File: config.mk
export PLATFORM = sky130hd
export DESIGN_NAME = servo_packet_parser
export DESIGN_NICKNAME = d
export VERILOG_FILES = /design/src/rtl/core/spp_pkg.sv /design/src/rtl/core/spp_front.sv /design/src/rtl/core/spp_cmd_queue.sv /design/src/rtl/core/spp_back.sv /design/src/rtl/core/servo_packet_parser.sv
export SDC_FILE = /design/constraint.sdc
export NUM_CORES = 1
export LEC_CHECK = 0
export ABC_AREA = 1
export ABC_CLOCK_PERIOD_IN_PS = 4800
export BUFFER_PORTS_ARGS = -buffer_cell sky130_fd_sc_hd__buf_4
export CAP_MARGIN = 20
export CORE_MARGIN = 3
export CORE_UTILIZATION = 60
export CTS_CLUSTER_SIZE = 40
export DETAILED_ROUTE_END_ITERATION = 8
export GPL_ROUTABILITY_DRIVEN = 0
export MAX_ROUTING_LAYER = met4
export PLACE_DENSITY = 0.86
export RECOVER_POWER = 100
export SETUP_SLACK_MARGIN = 0.1
export SLEW_MARGIN = 20
export SYNTH_ARGS = -nofsm -noshare
export SYNTH_HDL_FRONTEND = slang
export SYNTH_HIERARCHICAL = 1
export SYNTH_SLANG_ARGS = --single-unit
File: constraint.sdc
create_clock -name clock -period 4.8 [get_ports clock]
set_clock_uncertainty 0.1 [all_clocks]
set_input_delay 1.44 -clock clock [delete_from_list [all_inputs] [get_ports clock]]
set_output_delay 1.44 -clock clock [all_outputs]
set_load 0.01 [all_outputs]
File: src/rtl/core/spp_pkg.sv
// Shared types and constants for the servo packet parser.
`default_nettype none
package spp_pkg;

   localparam logic [7:0] HDR_BYTE = 8'hFF;
   localparam logic [5:0] LEN_OVERHEAD = 6'd2;

   localparam logic [1:0] CMD_STATUS = 2'd0;
   localparam logic [1:0] CMD_PARAM = 2'd1;
   localparam logic [1:0] CMD_PACKET = 2'd2;

   typedef struct packed {
      logic [1:0] op;
      logic bad;
      logic [7:0] data;
      logic [5:0] index;
      logic [7:0] id;
      logic [7:0] instr;
      logic [5:0] count;
   } cmd_type;

   typedef struct packed {
      logic status;
      logic complete;
      logic [7:0] packet_id;
      logic [7:0] instruction;
      logic [5:0] param_count;
      logic [5:0] param_index;
      logic [7:0] param_byte;
      logic last;
   } rsp_type;

endpackage
`default_nettype wire

File: src/rtl/core/spp_front.sv
// Front end: header hunt, field capture and checksum, one command per byte.
`default_nettype none
module spp_front #(
   parameter int BUFFER_CAPACITY = 64
) (
   input wire logic clock,
   input wire logic reset,
   input wire logic accept_i,
   input wire logic [7:0] byte_i,
   output spp_pkg::cmd_type cmd_o
);

   localparam logic [2:0] PH_HEAD1 = 3'd0;
   localparam logic [2:0] PH_HEAD2 = 3'd1;
   localparam logic [2:0] PH_ID = 3'd2;
   localparam logic [2:0] PH_LEN = 3'd3;
   localparam logic [2:0] PH_INSTR = 3'd4;
   localparam logic [2:0] PH_PARAM = 3'd5;
   localparam logic [2:0] PH_CHECK = 3'd6;

   localparam logic [8:0] CAP = 9'(BUFFER_CAPACITY);

   logic [2:0] phase_ff, phase_in;
   logic [5:0] pos_ff, pos_in;
   logic [7:0] id_ff, id_in;
   logic [5:0] len_ff, len_in;
   logic [7:0] instr_ff, instr_in;
   logic [7:0] sum_ff, sum_in;
   logic [5:0] count;
   logic [5:0] pos_nx;

   assign count = len_ff - spp_pkg::LEN_OVERHEAD;
   assign pos_nx = pos_ff + 6'd1;

   always_comb begin
      phase_in = phase_ff;
      pos_in = pos_ff;
      id_in = id_ff;
      len_in = len_ff;
      instr_in = instr_ff;
      sum_in = sum_ff;
      cmd_o = '0;
      cmd_o.op = spp_pkg::CMD_STATUS;
      case (phase_ff)
         PH_HEAD2: begin
            if (byte_i == spp_pkg::HDR_BYTE) begin
               phase_in = PH_ID;
            end else begin
               phase_in = PH_HEAD1;
               cmd_o.bad = 1'b1;
            end
         end
         PH_ID: begin
            id_in = byte_i;
            sum_in = byte_i;
            phase_in = PH_LEN;
         end
         PH_LEN: begin
            if (({1'b0, byte_i} + 9'd4 > CAP) || (byte_i < 8'd2)) begin
               phase_in = PH_HEAD1;
               cmd_o.bad = 1'b1;
            end else begin
               len_in = byte_i[5:0];
               sum_in = sum_ff + byte_i;
               phase_in = PH_INSTR;
            end
         end
         PH_INSTR: begin
            instr_in = byte_i;
            sum_in = sum_ff + byte_i;
            if (len_ff > 6'd2) begin
               pos_in = '0;
               phase_in = PH_PARAM;
            end else begin
               phase_in = PH_CHECK;
            end
         end
         PH_PARAM: begin
            cmd_o.op = spp_pkg::CMD_PARAM;
            cmd_o.data = byte_i;
            cmd_o.index = pos_ff;
            sum_in = sum_ff + byte_i;
            pos_in = pos_nx;
            if (pos_nx == count) begin
               phase_in = PH_CHECK;
            end
         end
         PH_CHECK: begin
            phase_in = PH_HEAD1;
            if (~sum_ff != byte_i) begin
               cmd_o.bad = 1'b1;
            end else begin
               cmd_o.op = spp_pkg::CMD_PACKET;
               cmd_o.id = id_ff;
               cmd_o.instr = instr_ff;
               cmd_o.count = count;
            end
         end
         default: begin
            phase_in = (byte_i == spp_pkg::HDR_BYTE) ? PH_HEAD2 : PH_HEAD1;
         end
      endcase
   end

   always_ff @(posedge clock) begin
      if (reset) begin
         phase_ff <= PH_HEAD1;
         pos_ff <= '0;
         id_ff <= '0;
         len_ff <= '0;
         instr_ff <= '0;
         sum_ff <= '0;
      end else if (accept_i) begin
         phase_ff <= phase_in;
         pos_ff <= pos_in;
         id_ff <= id_in;
         len_ff <= len_in;
         instr_ff <= instr_in;
         sum_ff <= sum_in;
      end
   end

endmodule
`default_nettype wire

File: src/rtl/core/spp_cmd_queue.sv
// Short command queue between the front and back ends.
`default_nettype none
module spp_cmd_queue (
   input wire logic clock,
   input wire logic reset,
   input wire logic push_i,
   input spp_pkg::cmd_type data_i,
   output logic full_o,
   input wire logic pop_i,
   output logic empty_o,
   output spp_pkg::cmd_type data_o
);

   localparam int DEPTH = 4;
   localparam int AW = $clog2(DEPTH);

   spp_pkg::cmd_type slot_ff [DEPTH];
   logic [AW-1:0] wr_ff, rd_ff;
   logic [AW:0] fill_ff;
   logic do_push, do_pop;

   assign full_o = (fill_ff == (AW+1)'(DEPTH));
   assign empty_o = (fill_ff == '0);
   assign data_o = slot_ff[rd_ff];
   assign do_push = push_i && !full_o;
   assign do_pop = pop_i && !empty_o;

   always_ff @(posedge clock) begin
      if (do_push) begin
         slot_ff[wr_ff] <= data_i;
      end
   end

   always_ff @(posedge clock) begin
      if (reset) begin
         wr_ff <= '0;
         rd_ff <= '0;
         fill_ff <= '0;
      end else begin
         if (do_push) begin
            wr_ff <= wr_ff + 1'b1;
         end
         if (do_pop) begin
            rd_ff <= rd_ff + 1'b1;
         end
         if (do_push && !do_pop) begin
            fill_ff <= fill_ff + 1'b1;
         end else if (do_pop && !do_push) begin
            fill_ff <= fill_ff - 1'b1;
         end
      end
   end

endmodule
`default_nettype wire

File: src/rtl/core/spp_back.sv
// Back end: parameter store and result sequencer with output register.
`default_nettype none
module spp_back #(
   parameter int BUFFER_CAPACITY = 64
) (
   input wire logic clock,
   input wire logic reset,
   input wire logic cmd_empty_i,
   input spp_pkg::cmd_type cmd_i,
   output logic cmd_pop_o,
   output logic rsp_empty_o,
   input wire logic rsp_pop_i,
   output spp_pkg::rsp_type rsp_o
);

   localparam int DEPTH = BUFFER_CAPACITY - 4;
   localparam int AW = $clog2(DEPTH);

   localparam logic [1:0] ST_IDLE = 2'd0;
   localparam logic [1:0] ST_READ = 2'd1;
   localparam logic [1:0] ST_SEND = 2'd2;

   logic [7:0] store_mem [DEPTH];
   logic [7:0] rd_data_ff;

   logic [1:0] state_ff, state_in;
   logic [5:0] idx_ff, idx_in;
   logic [7:0] pid_ff, pid_in;
   logic [7:0] pinstr_ff, pinstr_in;
   logic [5:0] pcount_ff, pcount_in;
   logic out_valid_ff, out_valid_in;
   spp_pkg::rsp_type out_ff, out_in;
   logic slot_free;
   logic wr_en;
   logic is_last;

   assign slot_free = !out_valid_ff || rsp_pop_i;
   assign is_last = ((idx_ff + 6'd1) == pcount_ff);
   assign rsp_empty_o = !out_valid_ff;
   assign rsp_o = out_ff;

   always_comb begin
      state_in = state_ff;
      idx_in = idx_ff;
      pid_in = pid_ff;
      pinstr_in = pinstr_ff;
      pcount_in = pcount_ff;
      out_valid_in = out_valid_ff && !rsp_pop_i;
      out_in = out_ff;
      cmd_pop_o = 1'b0;
      wr_en = 1'b0;
      case (state_ff)
         ST_IDLE: begin
            if (!cmd_empty_i && slot_free) begin
               cmd_pop_o = 1'b1;
               out_valid_in = 1'b1;
               out_in = '0;
               out_in.last = 1'b1;
               case (cmd_i.op)
                  spp_pkg::CMD_PARAM: begin
                     wr_en = 1'b1;
                  end
                  spp_pkg::CMD_PACKET: begin
                     if (cmd_i.count == '0) begin
                        out_in.complete = 1'b1;
                        out_in.packet_id = cmd_i.id;
                        out_in.instruction = cmd_i.instr;
                     end else begin
                        out_valid_in = out_valid_ff && !rsp_pop_i;
                        out_in = out_ff;
                        pid_in = cmd_i.id;
                        pinstr_in = cmd_i.instr;
                        pcount_in = cmd_i.count;
                        idx_in = '0;
                        state_in = ST_READ;
                     end
                  end
                  default: begin
                     out_in.status = cmd_i.bad;
                  end
               endcase
            end
         end
         ST_READ: begin
            state_in = ST_SEND;
         end
         ST_SEND: begin
            if (slot_free) begin
               out_valid_in = 1'b1;
               out_in.status = 1'b0;
               out_in.complete = 1'b1;
               out_in.packet_id = pid_ff;
               out_in.instruction = pinstr_ff;
               out_in.param_count = pcount_ff;
               out_in.param_index = idx_ff;
               out_in.param_byte = rd_data_ff;
               out_in.last = is_last;
               if (is_last) begin
                  state_in = ST_IDLE;
               end else begin
                  idx_in = idx_ff + 6'd1;
                  state_in = ST_READ;
               end
            end
         end
         default: begin
            state_in = ST_IDLE;
         end
      endcase
   end

   always_ff @(posedge clock) begin
      if (wr_en) begin
         store_mem[cmd_i.index[AW-1:0]] <= cmd_i.data;
      end
      rd_data_ff <= store_mem[idx_ff[AW-1:0]];
   end

   always_ff @(posedge clock) begin
      if (reset) begin
         state_ff <= ST_IDLE;
         out_valid_ff <= 1'b0;
      end else begin
         state_ff <= state_in;
         out_valid_ff <= out_valid_in;
      end
   end

   always_ff @(posedge clock) begin
      idx_ff <= idx_in;
      pid_ff <= pid_in;
      pinstr_ff <= pinstr_in;
      pcount_ff <= pcount_in;
      out_ff <= out_in;
   end

endmodule
`default_nettype wire

File: src/rtl/core/servo_packet_parser.sv
// Top level of the servo instruction packet parser.
//
//   channel   direction  handshake             payload
//   req       in         req_push / req_full   req_rx_byte
//   rsp       out        rsp_pop / rsp_empty   status, complete, packet_id, instruction,
//                                              param_count, param_index, param_byte, last
//
// A byte request is taken while the command queue has room.
// A plain byte's result reaches the result ports through the command queue and output register.
// A valid packet's parameters follow its checksum byte, each through the read state and its
// registered store read, then the send state and output register; no command is popped meanwhile.
// Reset clears the parse state, queue, back-end state and output valid flag; the store needs none.
// Either side may stall: the four-entry command queue and output register absorb it.
`default_nettype none
module servo_packet_parser #(
   parameter int BUFFER_CAPACITY = 64
) (
   input wire logic clock,
   input wire logic reset,
   input wire logic req_push,
   output logic req_full,
   input wire logic [7:0] req_rx_byte,
   output logic rsp_empty,
   input wire logic rsp_pop,
   output logic rsp_status,
   output logic rsp_complete,
   output logic [7:0] rsp_packet_id,
   output logic [7:0] rsp_instruction,
   output logic [5:0] rsp_param_count,
   output logic [5:0] rsp_param_index,
   output logic [7:0] rsp_param_byte,
   output logic rsp_last
);

   spp_pkg::cmd_type front_cmd;
   spp_pkg::cmd_type queue_cmd;
   spp_pkg::rsp_type rsp;
   logic accept;
   logic queue_empty;
   logic queue_pop;

   assign accept = req_push && !req_full;

   spp_front #(
      .BUFFER_CAPACITY(BUFFER_CAPACITY)
   ) u_front (
      .clock(clock),
      .reset(reset),
      .accept_i(accept),
      .byte_i(req_rx_byte),
      .cmd_o(front_cmd)
   );

   spp_cmd_queue u_queue (
      .clock(clock),
      .reset(reset),
      .push_i(accept),
      .data_i(front_cmd),
      .full_o(req_full),
      .pop_i(queue_pop),
      .empty_o(queue_empty),
      .data_o(queue_cmd)
   );

   spp_back #(
      .BUFFER_CAPACITY(BUFFER_CAPACITY)
   ) u_back (
      .clock(clock),
      .reset(reset),
      .cmd_empty_i(queue_empty),
      .cmd_i(queue_cmd),
      .cmd_pop_o(queue_pop),
      .rsp_empty_o(rsp_empty),
      .rsp_pop_i(rsp_pop),
      .rsp_o(rsp)
   );

   assign rsp_status = rsp.status;
   assign rsp_complete = rsp.complete;
   assign rsp_packet_id = rsp.packet_id;
   assign rsp_instruction = rsp.instruction;
   assign rsp_param_count = rsp.param_count;
   assign rsp_param_index = rsp.param_index;
   assign rsp_param_byte = rsp.param_byte;
   assign rsp_last = rsp.last;

endmodule
`default_nettype wire

==> summary.md <==
| Metric | Value |
|---|---|
| Drt first pass iters | `7` |
| Syn Inst Count | `2983` |
| Antenna-violating nets left | `0` |
| Slew HR | `-0.637` |
| DR iter-0 viols | `about 4000` |
| Power Total | `22400 uW` |
| EDFF count, synth | `between 700 and 800` |
| Clock Path Buffers | `3` |
| Area share of the largest cell type after synthesis | `0.657` |
| Grt met3 use | `0.0668` |
| Startpoint Class | `flip-flop` |
| DRT Wirelength | `about 86000 um` |
| WS Path Type | `reg -> reg` |
| GRT busiest layer | `met2` |
| Total CTS buffers | `73` |
| Async SR Flop Fraction | `0` |
| Crit-path max FO | `78` |
| R2R Setup Slk | `about 0.62 ns` |
| Setup bufs post-CTS | `0` |
| CP delay by family, top | `compound AO/OA/AOI/OAI gates` |
| # resized after CTS | `0` |
| H-tree depth | `3` |
| DP Area | `about 33000 um2` |
| Std-Cell Rows | `84` |
| Synth area leader | `edfxtp_1` |
| CP peak stage delay | `between 1.5 and 2 ns` |
| Final hold vios | `0` |
| GR Util met1 | `0.379` |
| Max Slew Vio Count | `around 250` |
| Hold Buf Count CTS | `0` |
| Ranking of synthesized cells by area | `edfxtp_1 66%, nand2_1 10%, nor2_1 4.0%, nand3_1 3.9%, dfxtp_1 3.7%` |
| CP cell instances | `buf_4, o21ai_0, o22ai_1, clkbuf_2` |
| First-pass GRT wire length | `around 130000 um` |
| Worst path bufs/invs | `2` |
| Ys Warns | `6` |
| Final core utilization | `0.665` |
| Max VDD drop | `0.585 mV` |
| DR vias/cell | `approximately 6.3` |
| Violated checks | `max-capacitance violations, max-slew violations` |
| Pre-CTS WS | `between 0.5 and 0.6 ns` |
| Final setup viols | `0` |
| # port buffers | `52` |
| Via count | `~24000` |
| DIE AREA | `around 56000 um2` |
| Clock Latency Late Sink | `roughly 0.62 ns` |
| DRC violations left | `0` |
| Core area | `around 53000 um2` |
| CTS tree | `done` |
| GR Overflow Total | `0` |
| Met2 usage | `0.482` |
| Sequential share of the synthesized area | `0.694` |
| Largest net degree at the start of global routing | `182` |
| Max Cap Viol | `7` |
| Die span in y | `around 240 um` |
| Fmax | `roughly 240 MHz` |
| Die width | `237 um` |
| Global Route Usage Sum | `0.309` |
| DP Wirelength | `between 50000 and 60000 um` |
| Crit. End Element | `flip-flop` |
| CP required | `about 5 ns` |
| Status | `complete, but fails checks` |
| Synth unique cells | `46` |
| Share of cells above drive strength 1 | `0.0590` |
| Wire per inst | `between 20 and 25 um` |
| Fillers | `between 3000 and 4000` |
| IO Count | `53` |
| Slowest CP cell | `o22ai_1` |
| Finished Cell Area | `between 30000 and 40000 um2` |
| Synth Cell Area | `between 30000 and 40000 um2` |
| Final period utilization | `0.871` |
| Pleak | `approximately 0.013 uW` |
| Area delta synth->final | `9.25%` |
| Setup TNS | `0 ns` |
| Root Driver | `clkbuf_16` |
| Worst setup margin | `0.618 ns` |
| Mean post-synth cell area | `~11 um2` |
| Register bit count reported by yosys | `between 700 and 800` |
| Most common cell in the netlist | `nand2_1` |
| Fin nets | `slightly above 3000` |
| Syn nets | `about 3000` |
| Worst Max-Slew Pin Slew | `approximately 2.5 ns` |
| Min cycle time layout | `4.18 ns` |
| Vias in the first global route | `22915` |
| Hold crit path type | `reg -> reg` |
| Initial antenna violation count | `2` |
| Pwr dens | `approximately 640 nW/um2` |
| CTS Sinks | `762` |
| Clock Pin Slew Worst Setup and Hold Paths | `roughly 0.070 ns` |
| Dominant synthesized flop cell | `edfxtp_1` |
| Arrival time at the worst endpoint | `between 4 and 5 ns` |
| Starting Density | `0.609` |
| Most frequent cells after synthesis | `858 x nand2_1, 703 x edfxtp_1, 345 x nor2_1` |
| Setup repair after global routing missed its margin | `no` |
where the power goes:
group / switching, uW / total, uW / internal [uW]
logic: 5850 / 7400 / 1550
registers: 218 / 9090 / 8870
clock network: 2410 / 5880 / 3470
total: 8480 / 22400 / 13900
flip-flops by register name (all words and copies together) (netlist names), 6 cells and up, named ones only:
signal,flops
u_back/store_mem,480
u_queue/slot_ff,156
u_back/rsp_o,39
u_back/pid_ff,8
u_back/pinstr_ff,8
u_back/rd_data_ff,8
u_front/id_ff,8
u_front/instr_ff,8
u_front/sum_ff,8
u_back/idx_ff,6
u_back/pcount_ff,6
u_front/len_ff,6
u_front/pos_ff,6
placed cells by master, fill, tap and decap left out, drive strengths merged:
master	count
nand2	866
edfxtp	703
nor2	353
nand3	260
inv	254
clkbuf	156
o21ai	151
a21oi	94
dfxtp	59
o22ai	39
buf	29
clkinv	29
ha	17
nor3	10
bufinv	9
nand4	6
xor2	5
xnor2	5
clkinvlp	4
a31oi	3
diode	2
nand3b	2
or2	2
o21bai	2
a211oi	2
fa	2
and2	1
o211ai	1
nor4	1
nor3b	1
a21o	1
o31ai	1
stage by stage:
stage | instances | hold slack [ns]
after floorplan | 2983 | 0.330
after detailed placement | 3625 | 0.365
after CTS | 3755 | 0.370
after global routing | 3758 | 0.399
final | 3758 | 0.371
after global placement | 3625 | 0.352
final timing paths:
path	from	endpoint	depth (start not counted)
setup reg to reg	flip-flop	u_back/store_mem[57][7]	4
hold reg to reg	u_front/instr_ff[4]	u_front/instr_ff[4]	2
hold / removal	u_front/instr_ff[4]	u_front/instr_ff[4]	2
setup / recovery	flip-flop	u_back/store_mem[57][7]	4
cells by family after synthesis:
family | after synthesis | share of synthesized area
compound gates | 294 | 0.0484
fa+ha+maj | 19 | 0.00787
simple gates | 1502 | 0.191
flops | 762 | 0.694
xor+xnor | 10 | 0.00273
buf+inv | 396 | 0.0565
tightest hold or removal path: cells and delay by family (launching register included):
kind            cells  cell delay, ns
buf+inv             1            0.06
flops               1            0.30
compound gates      1            0.06
routing by layer:
metal | wire, um | vias up | share of wire
met5 | 0 | - | 0
met4 | 5160 | 0 | 0.060
met3 | 11100 | 448 | 0.13
met2 | 40600 | 2160 | 0.47
met1 | 28800 | 10924 | 0.34
li1 | - | 10084 | -
final cells by class:
cell class                      instances  area, um2  area share
Clock buffer                           90       2010      0.0572
Antenna cell                            2       5.00    0.000143
Inverter                              256        973      0.0277
Clock inverter                         40        450      0.0128
Tap cell                              688        861      0.0245
Sequential cell                       762      22300       0.635
Multi-Input combinational cell       1825       8030       0.229
Timing Repair Buffer                   95        490      0.0140
Note: power is estimated with default switching activity, not from simulation.
